### config.mk
export PLATFORM = sky130hd
export DESIGN_NAME = button_edge_events_with_repeat
export DESIGN_NICKNAME = d
export VERILOG_FILES = /design/src/rtl/bev_pkg.sv /design/src/rtl/bev_state_ram.sv /design/src/rtl/bev_scan.sv /design/src/rtl/button_edge_events_with_repeat.sv
export SDC_FILE = /design/constraint.sdc
export NUM_CORES = 1
export LEC_CHECK = 0
export ABC_AREA = 0
export BUFFER_PORTS_ARGS = -buffer_cell sky130_fd_sc_hd__buf_2
export CORE_MARGIN = 5
export CORE_UTILIZATION = 45
export CTS_CLUSTER_DIAMETER = 60
export DETAILED_ROUTE_END_ITERATION = 12
export MAX_ROUTING_LAYER = met4
export PLACE_DENSITY = 0.61
export SKIP_CTS_REPAIR_TIMING = 1
export SLEW_MARGIN = 20
export SYNTH_ARGS = -nofsm -noshare
export SYNTH_HDL_FRONTEND = slang
export SYNTH_SLANG_ARGS = --single-unit
### constraint.sdc
create_clock -name clock -period 6.3 [get_ports clock]
set_input_delay 0.63 -clock clock [delete_from_list [all_inputs] [get_ports clock]]
set_output_delay 0.63 -clock clock [all_outputs]
set_load 0.01 [all_outputs]
### src/rtl/bev_pkg.sv
// Shared types, widths and register codes for the button event block.
`timescale 1ns / 1ps

package bev_pkg;

   // Design limits and field widths.
   localparam int NUM_BUTTONS_DEFAULT = 10;
   localparam int MAX_BUTTONS         = 32;
   localparam int LEVEL_SEL_W         = $clog2(MAX_BUTTONS);
   localparam int LEVEL_BITS          = 10;
   localparam int BUTTON_ID_W         = 4;
   localparam int COUNT_W             = 16;
   localparam int PERIOD_W            = 8;
   localparam int CSR_INDEX_W         = 3;
   localparam int CSR_DATA_W          = 16;

   // Configuration register indexes.
   localparam logic [CSR_INDEX_W-1:0] CSR_REPEAT_ENABLE   = 3'd0;
   localparam logic [CSR_INDEX_W-1:0] CSR_REPEAT_DELAY    = 3'd1;
   localparam logic [CSR_INDEX_W-1:0] CSR_REPEAT_INTERVAL = 3'd2;
   localparam logic [CSR_INDEX_W-1:0] CSR_POLL_PERIOD     = 3'd3;
   localparam logic [CSR_INDEX_W-1:0] CSR_ACTIVE_LOW      = 3'd4;

   // Configuration reset values.
   localparam logic [COUNT_W-1:0]  REPEAT_DELAY_RESET    = 16'd1;
   localparam logic [COUNT_W-1:0]  REPEAT_INTERVAL_RESET = 16'd0;
   localparam logic [PERIOD_W-1:0] POLL_PERIOD_RESET     = 8'd10;

   // Event kind codes.
   localparam logic EVENT_PRESSED  = 1'b0;
   localparam logic EVENT_RELEASED = 1'b1;

   // Configuration as seen by the scanner.
   typedef struct packed {
      logic                repeat_enable;
      logic [COUNT_W-1:0]  repeat_delay_ms;
      logic [COUNT_W-1:0]  repeat_interval_ms;
      logic [PERIOD_W-1:0] poll_period_ms;
      logic                active_low;
   } cfg_type;

   // One entry of the per-button state memory.
   typedef struct packed {
      logic               pressed;
      logic [COUNT_W-1:0] countdown;
   } entry_type;

endpackage

### src/rtl/bev_state_ram.sv
// Per-button state memory with registered read and reset valid bits.
`timescale 1ns / 1ps

module bev_state_ram #(
   parameter int Depth = bev_pkg::NUM_BUTTONS_DEFAULT,
   parameter int AddrW = (Depth > 1) ? $clog2(Depth) : 1
) (
   input  logic                clock,
   input  logic                reset,
   input  logic [AddrW-1:0]    rd_addr,
   output bev_pkg::entry_type  rd_data,
   input  logic                wr_en,
   input  logic [AddrW-1:0]    wr_addr,
   input  bev_pkg::entry_type  wr_data
);

   bev_pkg::entry_type mem [Depth];
   bev_pkg::entry_type rd_data_ff;
   logic               rd_valid_ff;
   logic [Depth-1:0]   valid_ff;

   // Valid bits mark entries written since reset.
   always_ff @(posedge clock) begin
      if (reset) begin
         valid_ff <= '0;
      end else if (wr_en) begin
         valid_ff[wr_addr] <= 1'b1;
      end
   end

   // Memory array: one write port, one registered read port.
   always_ff @(posedge clock) begin
      if (wr_en) begin
         mem[wr_addr] <= wr_data;
      end
      rd_data_ff  <= mem[rd_addr];
      rd_valid_ff <= valid_ff[rd_addr];
   end

   // An entry never written since reset reads as all zero.
   assign rd_data = rd_valid_ff ? rd_data_ff : '0;

endmodule

### src/rtl/bev_scan.sv
// Button scanner: reads each button's state, evaluates edges and repeats, emits events.
`timescale 1ns / 1ps

module bev_scan #(
   parameter int NumButtons = bev_pkg::NUM_BUTTONS_DEFAULT,
   parameter int IdxW       = (NumButtons > 1) ? $clog2(NumButtons) : 1
) (
   input  logic                                clock,
   input  logic                                reset,
   input  bev_pkg::cfg_type                    cfg,
   input  logic                                req_valid,
   output logic                                req_ready,
   input  logic [bev_pkg::LEVEL_BITS-1:0]      req_raw_levels,
   output logic                                rsp_valid,
   input  logic                                rsp_ready,
   output logic [bev_pkg::BUTTON_ID_W-1:0]     rsp_button_id,
   output logic                                rsp_event_kind,
   output logic                                rsp_last_of_tick,
   output logic [IdxW-1:0]                     ram_rd_addr,
   input  bev_pkg::entry_type                  ram_rd_data,
   output logic                                ram_wr_en,
   output logic [IdxW-1:0]                     ram_wr_addr,
   output bev_pkg::entry_type                  ram_wr_data
);

   typedef enum logic [2:0] {
      S_IDLE,
      S_READ,
      S_EVAL,
      S_PUSH,
      S_FLUSH
   } state_type;

   localparam logic [IdxW-1:0] LastIdx = IdxW'(NumButtons - 1);

   state_type                             state_ff, state_in;
   logic [IdxW-1:0]                       idx_ff, idx_in;
   logic [bev_pkg::LEVEL_BITS-1:0]        levels_ff, levels_in;
   logic                                  ev_two_ff, ev_two_in;
   logic                                  ev_kind_ff, ev_kind_in;
   logic                                  hold_valid_ff, hold_valid_in;
   logic [bev_pkg::BUTTON_ID_W-1:0]       hold_id_ff, hold_id_in;
   logic                                  hold_kind_ff, hold_kind_in;
   logic                                  rsp_valid_ff, rsp_valid_in;
   logic [bev_pkg::BUTTON_ID_W-1:0]       rsp_id_ff, rsp_id_in;
   logic                                  rsp_kind_ff, rsp_kind_in;
   logic                                  rsp_last_ff, rsp_last_in;

   logic [bev_pkg::MAX_BUTTONS-1:0]       levels_ext;
   logic                                  pressed_now;
   logic [bev_pkg::COUNT_W-1:0]           period_ext;
   bev_pkg::entry_type                    next_entry;
   logic                                  ev_any;
   logic                                  ev_two;
   logic                                  ev_kind;
   logic                                  out_free;
   logic                                  scan_done;

   // Evaluate the current button against its stored state.
   always_comb begin
      levels_ext  = {{(bev_pkg::MAX_BUTTONS - bev_pkg::LEVEL_BITS){1'b0}}, levels_ff};
      pressed_now = levels_ext[bev_pkg::LEVEL_SEL_W'(idx_ff)] ^ cfg.active_low;
      period_ext  = bev_pkg::COUNT_W'(cfg.poll_period_ms);
      next_entry  = ram_rd_data;
      ev_any      = 1'b0;
      ev_two      = 1'b0;
      ev_kind     = bev_pkg::EVENT_PRESSED;
      if (!ram_rd_data.pressed && pressed_now) begin
         next_entry.pressed = 1'b1;
         ev_any             = 1'b1;
         if (cfg.repeat_enable) begin
            next_entry.countdown = cfg.repeat_delay_ms;
         end
      end else if (ram_rd_data.pressed && !pressed_now) begin
         next_entry.pressed = 1'b0;
         ev_any             = 1'b1;
         ev_kind            = bev_pkg::EVENT_RELEASED;
         if (cfg.repeat_enable) begin
            next_entry.countdown = '0;
         end
      end else if (cfg.repeat_enable && (ram_rd_data.countdown != '0) &&
                   (cfg.poll_period_ms != '0)) begin
         if (ram_rd_data.countdown <= period_ext) begin
            // Expired: a released and a pressed event, then reload.
            ev_any               = 1'b1;
            ev_two               = 1'b1;
            ev_kind              = bev_pkg::EVENT_RELEASED;
            next_entry.countdown = cfg.repeat_interval_ms;
         end else begin
            next_entry.countdown = ram_rd_data.countdown - period_ext;
         end
      end
   end

   // Sequencer and event buffering. The newest event waits in a hold stage
   // until a later one arrives or the scan ends, which fixes its last flag.
   always_comb begin
      out_free      = !rsp_valid_ff || rsp_ready;
      scan_done     = (idx_ff == LastIdx);
      state_in      = state_ff;
      idx_in        = idx_ff;
      levels_in     = levels_ff;
      ev_two_in     = ev_two_ff;
      ev_kind_in    = ev_kind_ff;
      hold_valid_in = hold_valid_ff;
      hold_id_in    = hold_id_ff;
      hold_kind_in  = hold_kind_ff;
      rsp_valid_in  = rsp_valid_ff && !rsp_ready;
      rsp_id_in     = rsp_id_ff;
      rsp_kind_in   = rsp_kind_ff;
      rsp_last_in   = rsp_last_ff;
      req_ready     = 1'b0;
      ram_wr_en     = 1'b0;
      unique case (state_ff)
         S_IDLE: begin
            req_ready = 1'b1;
            if (req_valid) begin
               levels_in = req_raw_levels;
               idx_in    = '0;
               state_in  = S_READ;
            end
         end
         S_READ: begin
            state_in = S_EVAL;
         end
         S_EVAL: begin
            ram_wr_en  = 1'b1;
            ev_two_in  = ev_two;
            ev_kind_in = ev_kind;
            if (ev_any) begin
               state_in = S_PUSH;
            end else if (scan_done) begin
               state_in = S_FLUSH;
            end else begin
               idx_in   = idx_ff + 1'b1;
               state_in = S_READ;
            end
         end
         S_PUSH: begin
            if (!hold_valid_ff || out_free) begin
               if (hold_valid_ff) begin
                  rsp_valid_in = 1'b1;
                  rsp_id_in    = hold_id_ff;
                  rsp_kind_in  = hold_kind_ff;
                  rsp_last_in  = 1'b0;
               end
               hold_valid_in = 1'b1;
               hold_id_in    = bev_pkg::BUTTON_ID_W'(idx_ff);
               hold_kind_in  = ev_kind_ff;
               if (ev_two_ff) begin
                  ev_two_in  = 1'b0;
                  ev_kind_in = bev_pkg::EVENT_PRESSED;
               end else if (scan_done) begin
                  state_in = S_FLUSH;
               end else begin
                  idx_in   = idx_ff + 1'b1;
                  state_in = S_READ;
               end
            end
         end
         S_FLUSH: begin
            if (!hold_valid_ff) begin
               state_in = S_IDLE;
            end else if (out_free) begin
               rsp_valid_in  = 1'b1;
               rsp_id_in     = hold_id_ff;
               rsp_kind_in   = hold_kind_ff;
               rsp_last_in   = 1'b1;
               hold_valid_in = 1'b0;
               state_in      = S_IDLE;
            end
         end
         default: begin
            state_in = S_IDLE;
         end
      endcase
   end

   // State and registered outputs.
   always_ff @(posedge clock) begin
      if (reset) begin
         state_ff      <= S_IDLE;
         hold_valid_ff <= 1'b0;
         rsp_valid_ff  <= 1'b0;
      end else begin
         state_ff      <= state_in;
         hold_valid_ff <= hold_valid_in;
         rsp_valid_ff  <= rsp_valid_in;
      end
      idx_ff       <= idx_in;
      levels_ff    <= levels_in;
      ev_two_ff    <= ev_two_in;
      ev_kind_ff   <= ev_kind_in;
      hold_id_ff   <= hold_id_in;
      hold_kind_ff <= hold_kind_in;
      rsp_id_ff    <= rsp_id_in;
      rsp_kind_ff  <= rsp_kind_in;
      rsp_last_ff  <= rsp_last_in;
   end

   // Memory reads the current button; write-back happens during evaluation.
   assign ram_rd_addr      = idx_ff;
   assign ram_wr_addr      = idx_ff;
   assign ram_wr_data      = next_entry;
   assign rsp_valid        = rsp_valid_ff;
   assign rsp_button_id    = rsp_id_ff;
   assign rsp_event_kind   = rsp_kind_ff;
   assign rsp_last_of_tick = rsp_last_ff;

endmodule

### src/rtl/button_edge_events_with_repeat.sv
// Top level of the button edge event block with auto-repeat.
`timescale 1ns / 1ps

// Usage:
// - req channel: one transfer per poll tick, req_raw_levels bit i is the raw
//   pin level of button i. csr channel: register index and data, always ready;
//   write only while the block is idle.
// - rsp channel: zero or more events per tick, each with button id and kind
//   (0 pressed, 1 released); the final event of a tick has rsp_last_of_tick set.
// - Buttons are scanned in ascending order through a state memory with a
//   registered read: each button passes through a read state and an
//   evaluate/write-back state, plus a push state per event it produces.
//   After the last button a flush state ends the tick, then req_ready
//   returns high.
// - The newest event waits in a hold stage until the next one or the end of
//   the scan decides its last flag; events leave through an output register.
// - A stalled receiver holds the scanner at its next event push; no event is
//   lost, and a tick may be accepted while the previous last event waits.
// - Reset clears the configuration to its defaults and marks every button
//   released with a zero countdown through per-entry valid bits; no clearing
//   pass is needed.
module button_edge_events_with_repeat #(
   parameter int NumButtons = bev_pkg::NUM_BUTTONS_DEFAULT
) (
   input  logic                              clock,
   input  logic                              reset,
   input  logic                              req_valid,
   output logic                              req_ready,
   input  logic [bev_pkg::LEVEL_BITS-1:0]    req_raw_levels,
   output logic                              rsp_valid,
   input  logic                              rsp_ready,
   output logic [bev_pkg::BUTTON_ID_W-1:0]   rsp_button_id,
   output logic                              rsp_event_kind,
   output logic                              rsp_last_of_tick,
   input  logic                              csr_valid,
   output logic                              csr_ready,
   input  logic [bev_pkg::CSR_INDEX_W-1:0]   csr_index,
   input  logic [bev_pkg::CSR_DATA_W-1:0]    csr_data
);

   localparam int IdxW = (NumButtons > 1) ? $clog2(NumButtons) : 1;

   bev_pkg::cfg_type   cfg_ff, cfg_in;
   logic [IdxW-1:0]    ram_rd_addr;
   bev_pkg::entry_type ram_rd_data;
   logic               ram_wr_en;
   logic [IdxW-1:0]    ram_wr_addr;
   bev_pkg::entry_type ram_wr_data;

   // Configuration register decode; unknown indexes are ignored.
   always_comb begin
      cfg_in = cfg_ff;
      if (csr_valid) begin
         unique case (csr_index)
            bev_pkg::CSR_REPEAT_ENABLE:   cfg_in.repeat_enable      = csr_data[0];
            bev_pkg::CSR_REPEAT_DELAY:    cfg_in.repeat_delay_ms    = csr_data;
            bev_pkg::CSR_REPEAT_INTERVAL: cfg_in.repeat_interval_ms = csr_data;
            bev_pkg::CSR_POLL_PERIOD:
               cfg_in.poll_period_ms = csr_data[bev_pkg::PERIOD_W-1:0];
            bev_pkg::CSR_ACTIVE_LOW:      cfg_in.active_low         = csr_data[0];
            default: begin
               cfg_in = cfg_ff;
            end
         endcase
      end
   end

   // Configuration registers.
   always_ff @(posedge clock) begin
      if (reset) begin
         cfg_ff.repeat_enable      <= 1'b0;
         cfg_ff.repeat_delay_ms    <= bev_pkg::REPEAT_DELAY_RESET;
         cfg_ff.repeat_interval_ms <= bev_pkg::REPEAT_INTERVAL_RESET;
         cfg_ff.poll_period_ms     <= bev_pkg::POLL_PERIOD_RESET;
         cfg_ff.active_low         <= 1'b0;
      end else begin
         cfg_ff <= cfg_in;
      end
   end

   assign csr_ready = 1'b1;

   // Per-button state memory.
   bev_state_ram #(
      .Depth (NumButtons),
      .AddrW (IdxW)
   ) u_ram (
      .clock   (clock),
      .reset   (reset),
      .rd_addr (ram_rd_addr),
      .rd_data (ram_rd_data),
      .wr_en   (ram_wr_en),
      .wr_addr (ram_wr_addr),
      .wr_data (ram_wr_data)
   );

   // Scanner and event output.
   bev_scan #(
      .NumButtons (NumButtons),
      .IdxW       (IdxW)
   ) u_scan (
      .clock            (clock),
      .reset            (reset),
      .cfg              (cfg_ff),
      .req_valid        (req_valid),
      .req_ready        (req_ready),
      .req_raw_levels   (req_raw_levels),
      .rsp_valid        (rsp_valid),
      .rsp_ready        (rsp_ready),
      .rsp_button_id    (rsp_button_id),
      .rsp_event_kind   (rsp_event_kind),
      .rsp_last_of_tick (rsp_last_of_tick),
      .ram_rd_addr      (ram_rd_addr),
      .ram_rd_data      (ram_rd_data),
      .ram_wr_en        (ram_wr_en),
      .ram_wr_addr      (ram_wr_addr),
      .ram_wr_data      (ram_wr_data)
   );

endmodule

======== Word-level counts from Yosys, hierarchy flattened ========
Memories as Yosys holds them, arrays and structs flattened. A register that Yosys moved wholly into a read port is not among the register bits.
Cells that the tools add are included.
cells by class
  $add $sub $neg .......................... 2
  multipliers ............................. 0
  div/mod/pow operators ................... 0
  magnitude comparators ................... 4
  eq/ne operators ......................... 18
  shifts and indexed selects .............. 0
  mux-type cells .......................... 68
  bitwise operators ....................... 2
  reductions and logical operators ........ 33
operators with widths
  cell                                                 count
  two-way mux 16 bit                                   5
  two-way mux 4 bit                                    9
  two-way mux 17 bit                                   2
  two-way mux 1 bit                                    33
  two-way mux 3 bit                                    7
  AND reduction 2 bit                                  9
  less-or-equal comparator 16 x 8 -> 1 bit             1
  nonzero test 16 bit                                  1
  subtractor 16 x 8 -> 16 bit                          1
  one-hot mux 3 bit (5 select lines)                   1
  equality test 3 x 2 -> 1 bit, second input constant  4
  one-hot mux 1 bit (2 select lines)                   6
  one-hot mux 4 bit (3 select lines)                   1
  != test 2 x 1 -> 1 bit, second input constant        5
  OR 10 bit                                            1
  AND reduction 5 bit                                  2
  binary-select mux 1 bit (select 4 bit)               2
  one-hot mux 4 bit (2 select lines)                   1
  nonzero test 8 bit                                   1
  equality test 3 x 1 -> 1 bit, second input constant  2
  equality test 3 bit, second input constant           2
  logical AND 1 bit                                    6
  logical NOT 3 bit                                    2
  < comparator 4 x 6 -> 1 bit, second input constant   1
  14 further kinds                                     22
storage, ports and cells
  register bits ........................... 85
  latch bits .............................. 0
  RAM bits ................................ 170
  memory bits (read-only) ................. 0
  input bits .............................. 34
  output and inout bits ................... 9
  word-level logic and storage cells ...... 147
  memories ................................ 1
memory list
  memory     depth  width  rd ports  clocked after Yosys merged registers in  wr ports  line                 text
  u_ram.mem  10     17     1         1                                        1         bev_state_ram.sv:17  bev_pkg::entry_type mem [Depth];

======== Logic depth before layout (Yosys ltp) ========
Gate-level depths: netlist (run 1).
  depth after elaboration ................. 9
  depth in mapped cells ................... 16

======== Modules after synthesis ========
Synthesis (run 1) repeated with hierarchy kept, for this count alone.
second synthesis, totals
  cells, all modules ...................... 919
  area total of the unflattened synthesis .. 12390.6 µm²
modules (own cells, without submodules)
  module                          times used  cells an instance  area each (µm²)
  bev_state_ram                   1           448                7766.2
  bev_scan                        1           306                2841.5
  button_edge_events_with_repeat  1           165                1783.0

======== Worst setup path before layout (run 1) ========
Ideal clock, no wire load.
  path kind ............................... register -> register
  start ................................... reg u_ram.rd_valid_ff
  end ..................................... reg u_scan.idx_ff[0] (netlist: u_scan.ram_rd_addr[0]), enable pin
  setup time .............................. 0.374 ns
  arrival time ............................ 3.451 ns
  required time ........................... 5.926 ns
  slack ................................... 2.475 ns
  cell stages (with the launch flop) ...... 16
  path buffers ............................ 4
  period minus slack after synthesis ...... 3.825 ns
  cell sequence ........................... dfxtp_1 -> buf_2 -> clkbuf_1 -> clkbuf_1 -> clkbuf_1 -> nand2_1 -> ha_1 -> inv_1 -> ha_1 -> a21o_1 -> a32oi_4 -> o31ai_4 -> a211oi_4 -> nor2_1 -> nand2_1 -> a221oi_1
on the way
  longest elaborated chain between the ends .. 9
  elaborated cells on any way between the ends .. 14
  classes of those cells .................. order compare (1); eq/ne (1); mux (5); reduce/logical (7)
RTL lines
  element                                                                                           line                 text
  from (decl)                                                                                       bev_state_ram.sv:19  logic rd_valid_ff;
  from (signal assigned)                                                                            bev_state_ram.sv:37  rd_valid_ff <= valid_ff[rd_addr];
  two-way mux 17 bit (*)                                                                            bev_state_ram.sv:41  assign rd_data = rd_valid_ff ? rd_data_ff : '0;
  parallel branches: the longest is 5 deep, another holds less-or-equal comparator 16 x 8 -> 1 bit  n/a
  two-way mux 1 bit (*)                                                                             bev_scan.sv:68       if (!ram_rd_data.pressed && pressed_now) begin
  != test 2 bit (no line) (*)                                                                       n/a
  AND reduction 5 bit (no line) (*)                                                                 n/a
  to (signal assigned)                                                                              bev_scan.sv:190      idx_ff <= idx_in;
  to (decl)                                                                                         bev_scan.sv:37       logic [IdxW-1:0] idx_ff, idx_in;
Every way passes the cells marked *.
A chain may end at the register's enable or synchronous reset.

==> metrics.cfg, run 1 <==
[run_status]
outcome=complete, no violations

[synth]
synth_adder_area_share=0.0127
synth_top_family_by_area=compound AO/OA/AOI/OAI gates
async_reset_ff_frac=0
synth_edf_count=197
syn_inst=889
yosysUniqueCellTypes=74
synth.most_common_cell=edfxtp_1
ys_ff_latch=272
synth_compound_area_frac=0.110
yosys.area_share.simple=0.105
syn-num-nets=933
synth_top_flop_cell=edfxtp_1
synthTopCellsByCount=edfxtp_1 (197), nand2_1 (116), dfxtp_1 (75), a21oi_1 (73), nor2_1 (52)
yosys-top-cells-area=edfxtp_1 (51%), dfxtp_1 (13%), mux4_2 (7.3%)
synthesis.area_um2=11700
synth_area_per_cell_um2=13.1
ys_seq_area_frac=0.636
yosys.area.top_type_share=0.508
synth_largest_area_cell=edfxtp_1
synth_xor_xnor_area_share=0.0143
synth.area.mux_share=0.0933
yosysWarningCount=0

[route]
ant_nets=0
vias_per_cell=5.67
routed-via-count=7243
remaining_drc_errors=0
firstDrtPassIters=5
wl_mm=26.8
routedWlPerCell_um=21.0
drt-initial-drc-count=654

[place]
placed_cell_area_um2=12200
io_buffers=41
routabilityCongestion=0.962
dp_hpwl_mm=17.0
pre_cts_slack_ns=1.98
place_inst=1224

[die]
initial_utilization=0.452
die_x_um=171
row_count=59
dieArea_um2=29200
fp.dieH_um=171
core-area_um2=25800
ios=43

[cells_and_area]
final_cell_area_um2=13000
layout-drive-gt1-share=0.171
fin_cells=1278
antenna-diode-count=0
area_growth_syn_to_layout_pct=11.9
nets=964
final_core_util=0.506

[setup_path]
crit_fanout=22
startpoint_type=flip-flop
cpMaxStageDelayCell=o21ai_0
end_kind=flip-flop
crit_arrival_ns=4.56
crit_chain=nand2_1 -> xor2_1 -> ha_1 -> a21o_1 -> a32oi_4 -> o31ai_4 -> a211oi_4 -> a221oi_1 -> o21ai_0
worstSetupPathType=reg -> reg
cpPeakStageDelay_ns=0.89
crit_required_ns=6.49

[global_routing]
track_usage=0.192
grt_max_degree=57
overflow=0
antenna_found_initial=0
grt_pass1_vias=7168
grt_pass1_wl_mm=42.5

[sta]
fmax_mhz=229
skew_ns=0.0125
hold_viol=0
setup_viol=0
fin_crit_sh=0.692
rsz0062_at_grt=false
tightest_slew_ns=1.11
setup_slack_ns=1.94
fin_tns_setup_ns=0
slew_viol_final=0
period_minus_slack_ns=4.36
hold_slack_ns=0.248
slew_headroom=0.252

[power]
swShare=0.251
p_int_mw=3.06
power.total_mw=4.08
combPwrFrac=0.108
p_clk_frac=0.385
p_seq_frac=0.507
p_switching_mw=1.02
cellPowerDensity_nw_per_um2=313
vdd_drop_max_uv=196
p_leak_nw=4.42

[clock_tree]
clock-sinks=272
clockBufferDepth=3
htreeDepth=1
cts_root_buf=clkbuf_16
clkTransAtPathRegs_ns=0.06
cts_tree=built
insertion_delay_ns=0.55
numCtsBuffers=29

[job]
max_cap_viol_count=0

[hold_path]
hold_class=in -> reg

[layer usage]
layer / vias up / wire [um] / track usage
met1: 3574 / 12100 / 0.273
met3: 41 / 1370 / 0.0240
met2: 224 / 12700 / 0.297
met4: 0 / 675 / 0.0465
li1: 3404 / - / -
met5: - / 0 / -
[worst paths after layout]
path                            slack, ns  cells after the start                  from                       to
worst min register to register       0.42                      0  u_scan.hold_id_ff[3]  u_scan.rsp_button_id[3]
worst max register to register       1.94                      9     u_ram.rd_valid_ff          u_ram.mem[4][2]
worst max-delay path                 1.94                      9     u_ram.rd_valid_ff          u_ram.mem[4][2]
worst min-delay path                 0.25                      1     req_raw_levels[1]      u_scan.levels_ff[1]
[area by class of cell]
| cell class | count | area (um2) |
|---|---|---|
| clock buffer | 42 | 795 |
| sequential | 272 | 7420 |
| tap | 335 | 419 |
| multi-input combinational | 540 | 3920 |
| clock inverter | 12 | 83.8 |
| fill | 2173 | 12700 |
| inverter | 19 | 71.3 |
| timing repair buffer | 58 | 333 |
[critical path: cells and delay by family (launching register included)]
family / cells / cell delay, ns
and+or+nand+nor: 1 / 0.26
xor gates and xnor gates: 1 / 0.21
adders and majority gates: 1 / 0.23
DFF: 1 / 0.84
AOI/OAI and AO/OA: 6 / 2.44
[power by group through the flow]
stage | Sequential (mW) | Combinational, mW | Clock [mW]
floorplan | 2.06 | 0.351 | 0
global placement | 2.10 | 0.441 | 0
detailed placement | 2.10 | 0.444 | 0
CTS | 2.07 | 0.446 | 1.61
global route | 2.07 | 0.487 | 1.69
finish | 2.07 | 0.442 | 1.57
[flip-flops by register name, indices dropped and copies added, names as in the netlist, 3 cells and up]
signal and flops:
u_scan.levels_ff 10, u_ram.valid_ff 10, cfg_ff 42, u_scan.state_ff 3, u_scan.rsp_button_id 4, u_ram.rd_data_ff 17
u_ram.mem 170, u_scan.ram_rd_addr 4, u_scan.hold_id_ff 4
[cells in the final DEF (no fill, tap or decap), types with 5 or more instances in the layout]
cell       instances
a21oi_1           73
o21ai_0           18
xnor2_1            8
and2_1            14
a211oi_1          21
nor2b_1           26
clkbuf_1          11
dfxtp_1           75
nand3b_1           5
edfxtp_1         197
a221oi_1           8
nand3_1            9
mux4_2            38
nand2_1          116
inv_1             18
a21o_1             6
buf_2             41
xor2_1             6
o211ai_1           6
ha_1              10
clkbuf_16         29
nor2_1            52
a22oi_1            9
clkinv_2           7
buf_4             17
and3_1             5
mux2i_1           22
or2_2              5
[kinds of logic (layout without fill, tap and decap cells)]
logic type,Yosys count,after routing
xor gates and xnor gates,16,16
other,1,1
muxes,61,61
AOI/OAI and AO/OA,189,189
DFF,272,272
and+or+nand+nor,261,261
buffers and inverters,77,131
adders and majority gates,12,12
(Power assumes the default switching activity.)
==> run 2: changes to the inputs <==
==> constraint.sdc (replaced) <==
create_clock -name clock -period 4.6 [get_ports clock]
set_input_delay 0.46 -clock clock [delete_from_list [all_inputs] [get_ports clock]]
set_output_delay 0.46 -clock clock [all_outputs]
set_load 0.01 [all_outputs]
==> metrics.cfg, run 2 (synthesis gave the netlist of run 1 again) <==
[sta]
fin_tns_setup_ns=0
fin_crit_sh=0.818
hold_viol=0
slew_viol_final=0
skew_ns=0.0373
tightest_slew_ns=0.934
setup_viol=0
slew_headroom=0.370
period_minus_slack_ns=3.76
rsz0062_at_grt=false
fmax_mhz=266

[die]
ios=43
die_x_um=171
row_count=59
fp.dieH_um=171
initial_utilization=0.452
core-area_um2=25800
dieArea_um2=29200

[route]
ant_nets=0
firstDrtPassIters=5
wl_mm=26.8
vias_per_cell=5.68
remaining_drc_errors=0
drt-initial-drc-count=555
routedWlPerCell_um=20.8
routed-via-count=7320

[setup_path]
crit_fanout=23
end_kind=flip-flop
path_common_cell=nor2_1
crit_required_ns=4.81
cpPeakStageDelay_ns=0.75
crit_arrival_ns=3.97
crit_chain=buf_4 -> and2_1 -> ha_1 -> a211oi_1 -> nor2_1 -> nor2_1 -> o31ai_4 -> o211ai_2 -> nor2_1 -> o21ai_0
cpMaxStageDelayCell=o21ai_0
worstSetupPathType=reg -> reg
startpoint_type=flip-flop

[power]
power.total_mw=5.78
p_leak_nw=4.52
cellPowerDensity_nw_per_um2=437
vdd_drop_max_uv=304

[clock_tree]
numCtsBuffers=28
cts_tree=built
clock-sinks=272
cts_root_buf=clkbuf_16
htreeDepth=1
insertion_delay_ns=0.57
clockBufferDepth=3
clkTransAtPathRegs_ns=0.06

[place]
io_buffers=41
dp_hpwl_mm=17.4
routabilityCongestion=0.917

[cells_and_area]
top_regs=u_ram.mem (170), cfg_ff (42), u_ram.rd_data_ff (17)
final_common_cell=edfxtp_1
area_growth_syn_to_layout_pct=13.5
final_cell_mix=edfxtp_1 (197), nand2_1 (116), dfxtp_1 (75)
largest_reg_flops=170
regMostFlops=u_ram.mem
seq_area_um2=7420
antenna-diode-count=0
fill_cells=2199
layout-drive-gt1-share=0.183
multi_input_area_um2=3920
nets=976

[global_routing]
gr-usage-met1=0.268
track_usage=0.191
grt_pass1_wl_mm=42.1
grt_max_degree=57
antenna_found_initial=0
overflow=0
grt.busiest_layer=met2
grt_pass1_vias=7218
grt_use_met2=0.299
grt_util_met3=0.0220

[hold_path]
hold_class=in -> reg

[run_status]
outcome=complete, no violations

[job]
max_cap_viol_count=0

==> run 2: cell type report <==
type                       count  share of cell area
clock buffer                  38              0.0596
sequential                   272               0.561
timing repair buffer          71              0.0327
multi-input combinational    540               0.296
clock inverter                14              0.0138
inverter                      19             0.00539
tap                          335              0.0317
==> run 2: final timing paths <==
check,from,to,slack (ns),cells after the start
setup / recovery,u_ram.rd_valid_ff,u_ram.mem[5][1],0.84,10
hold / removal,req_raw_levels[3],u_scan.levels_ff[3],0.07,1
hold reg to reg,u_scan.hold_id_ff[0],u_scan.rsp_button_id[0],0.43,0
setup reg to reg,u_ram.rd_valid_ff,u_ram.mem[5][1],0.84,10
==> run 2: power breakdown <==
group | internal [mW] | leakage (nW) | switching (mW) | total, mW
Sequential | 2.73 | 2.41 | 0.0955 | 2.83
Combinational | 0.259 | 1.65 | 0.373 | 0.633
Clock | 1.38 | 0.465 | 0.938 | 2.32
Total | 4.37 | 4.52 | 1.41 | 5.78
==> run 2: metrics by stage <==
stage,hold slack [ns],instance area [um2],setup slack [ns],util,cells
6_report,0.0656,13200,0.839,0.513,1289
3_3_place_gp,0.404,12300,0.969,0.476,1237
2_1_floorplan,0.400,11700,0.775,-,889
4_1_cts,0.0328,13200,0.744,0.513,1289
3_5_place_dp,0.411,12300,0.783,0.476,1237
5_1_grt,0.0495,13200,0.435,0.513,1289
==> run 2: metal layers <==
layer  vias to the layer above  routed length, um
met5                         -                  0
met2                       203              12600
met4                         0                675
met3                        43               1310
met1                      3661              12200
li1                       3413                  -
==> run 2: worst max-delay path, delay by kind of cell (launching register included) <==
family                     cells  cell delay (ns)
AOI/OAI and AO/OA              4             1.76
adders and majority gates      1             0.29
buffers and inverters          1             0.32
DFF                            1             0.53
and+or+nand+nor                4             0.54
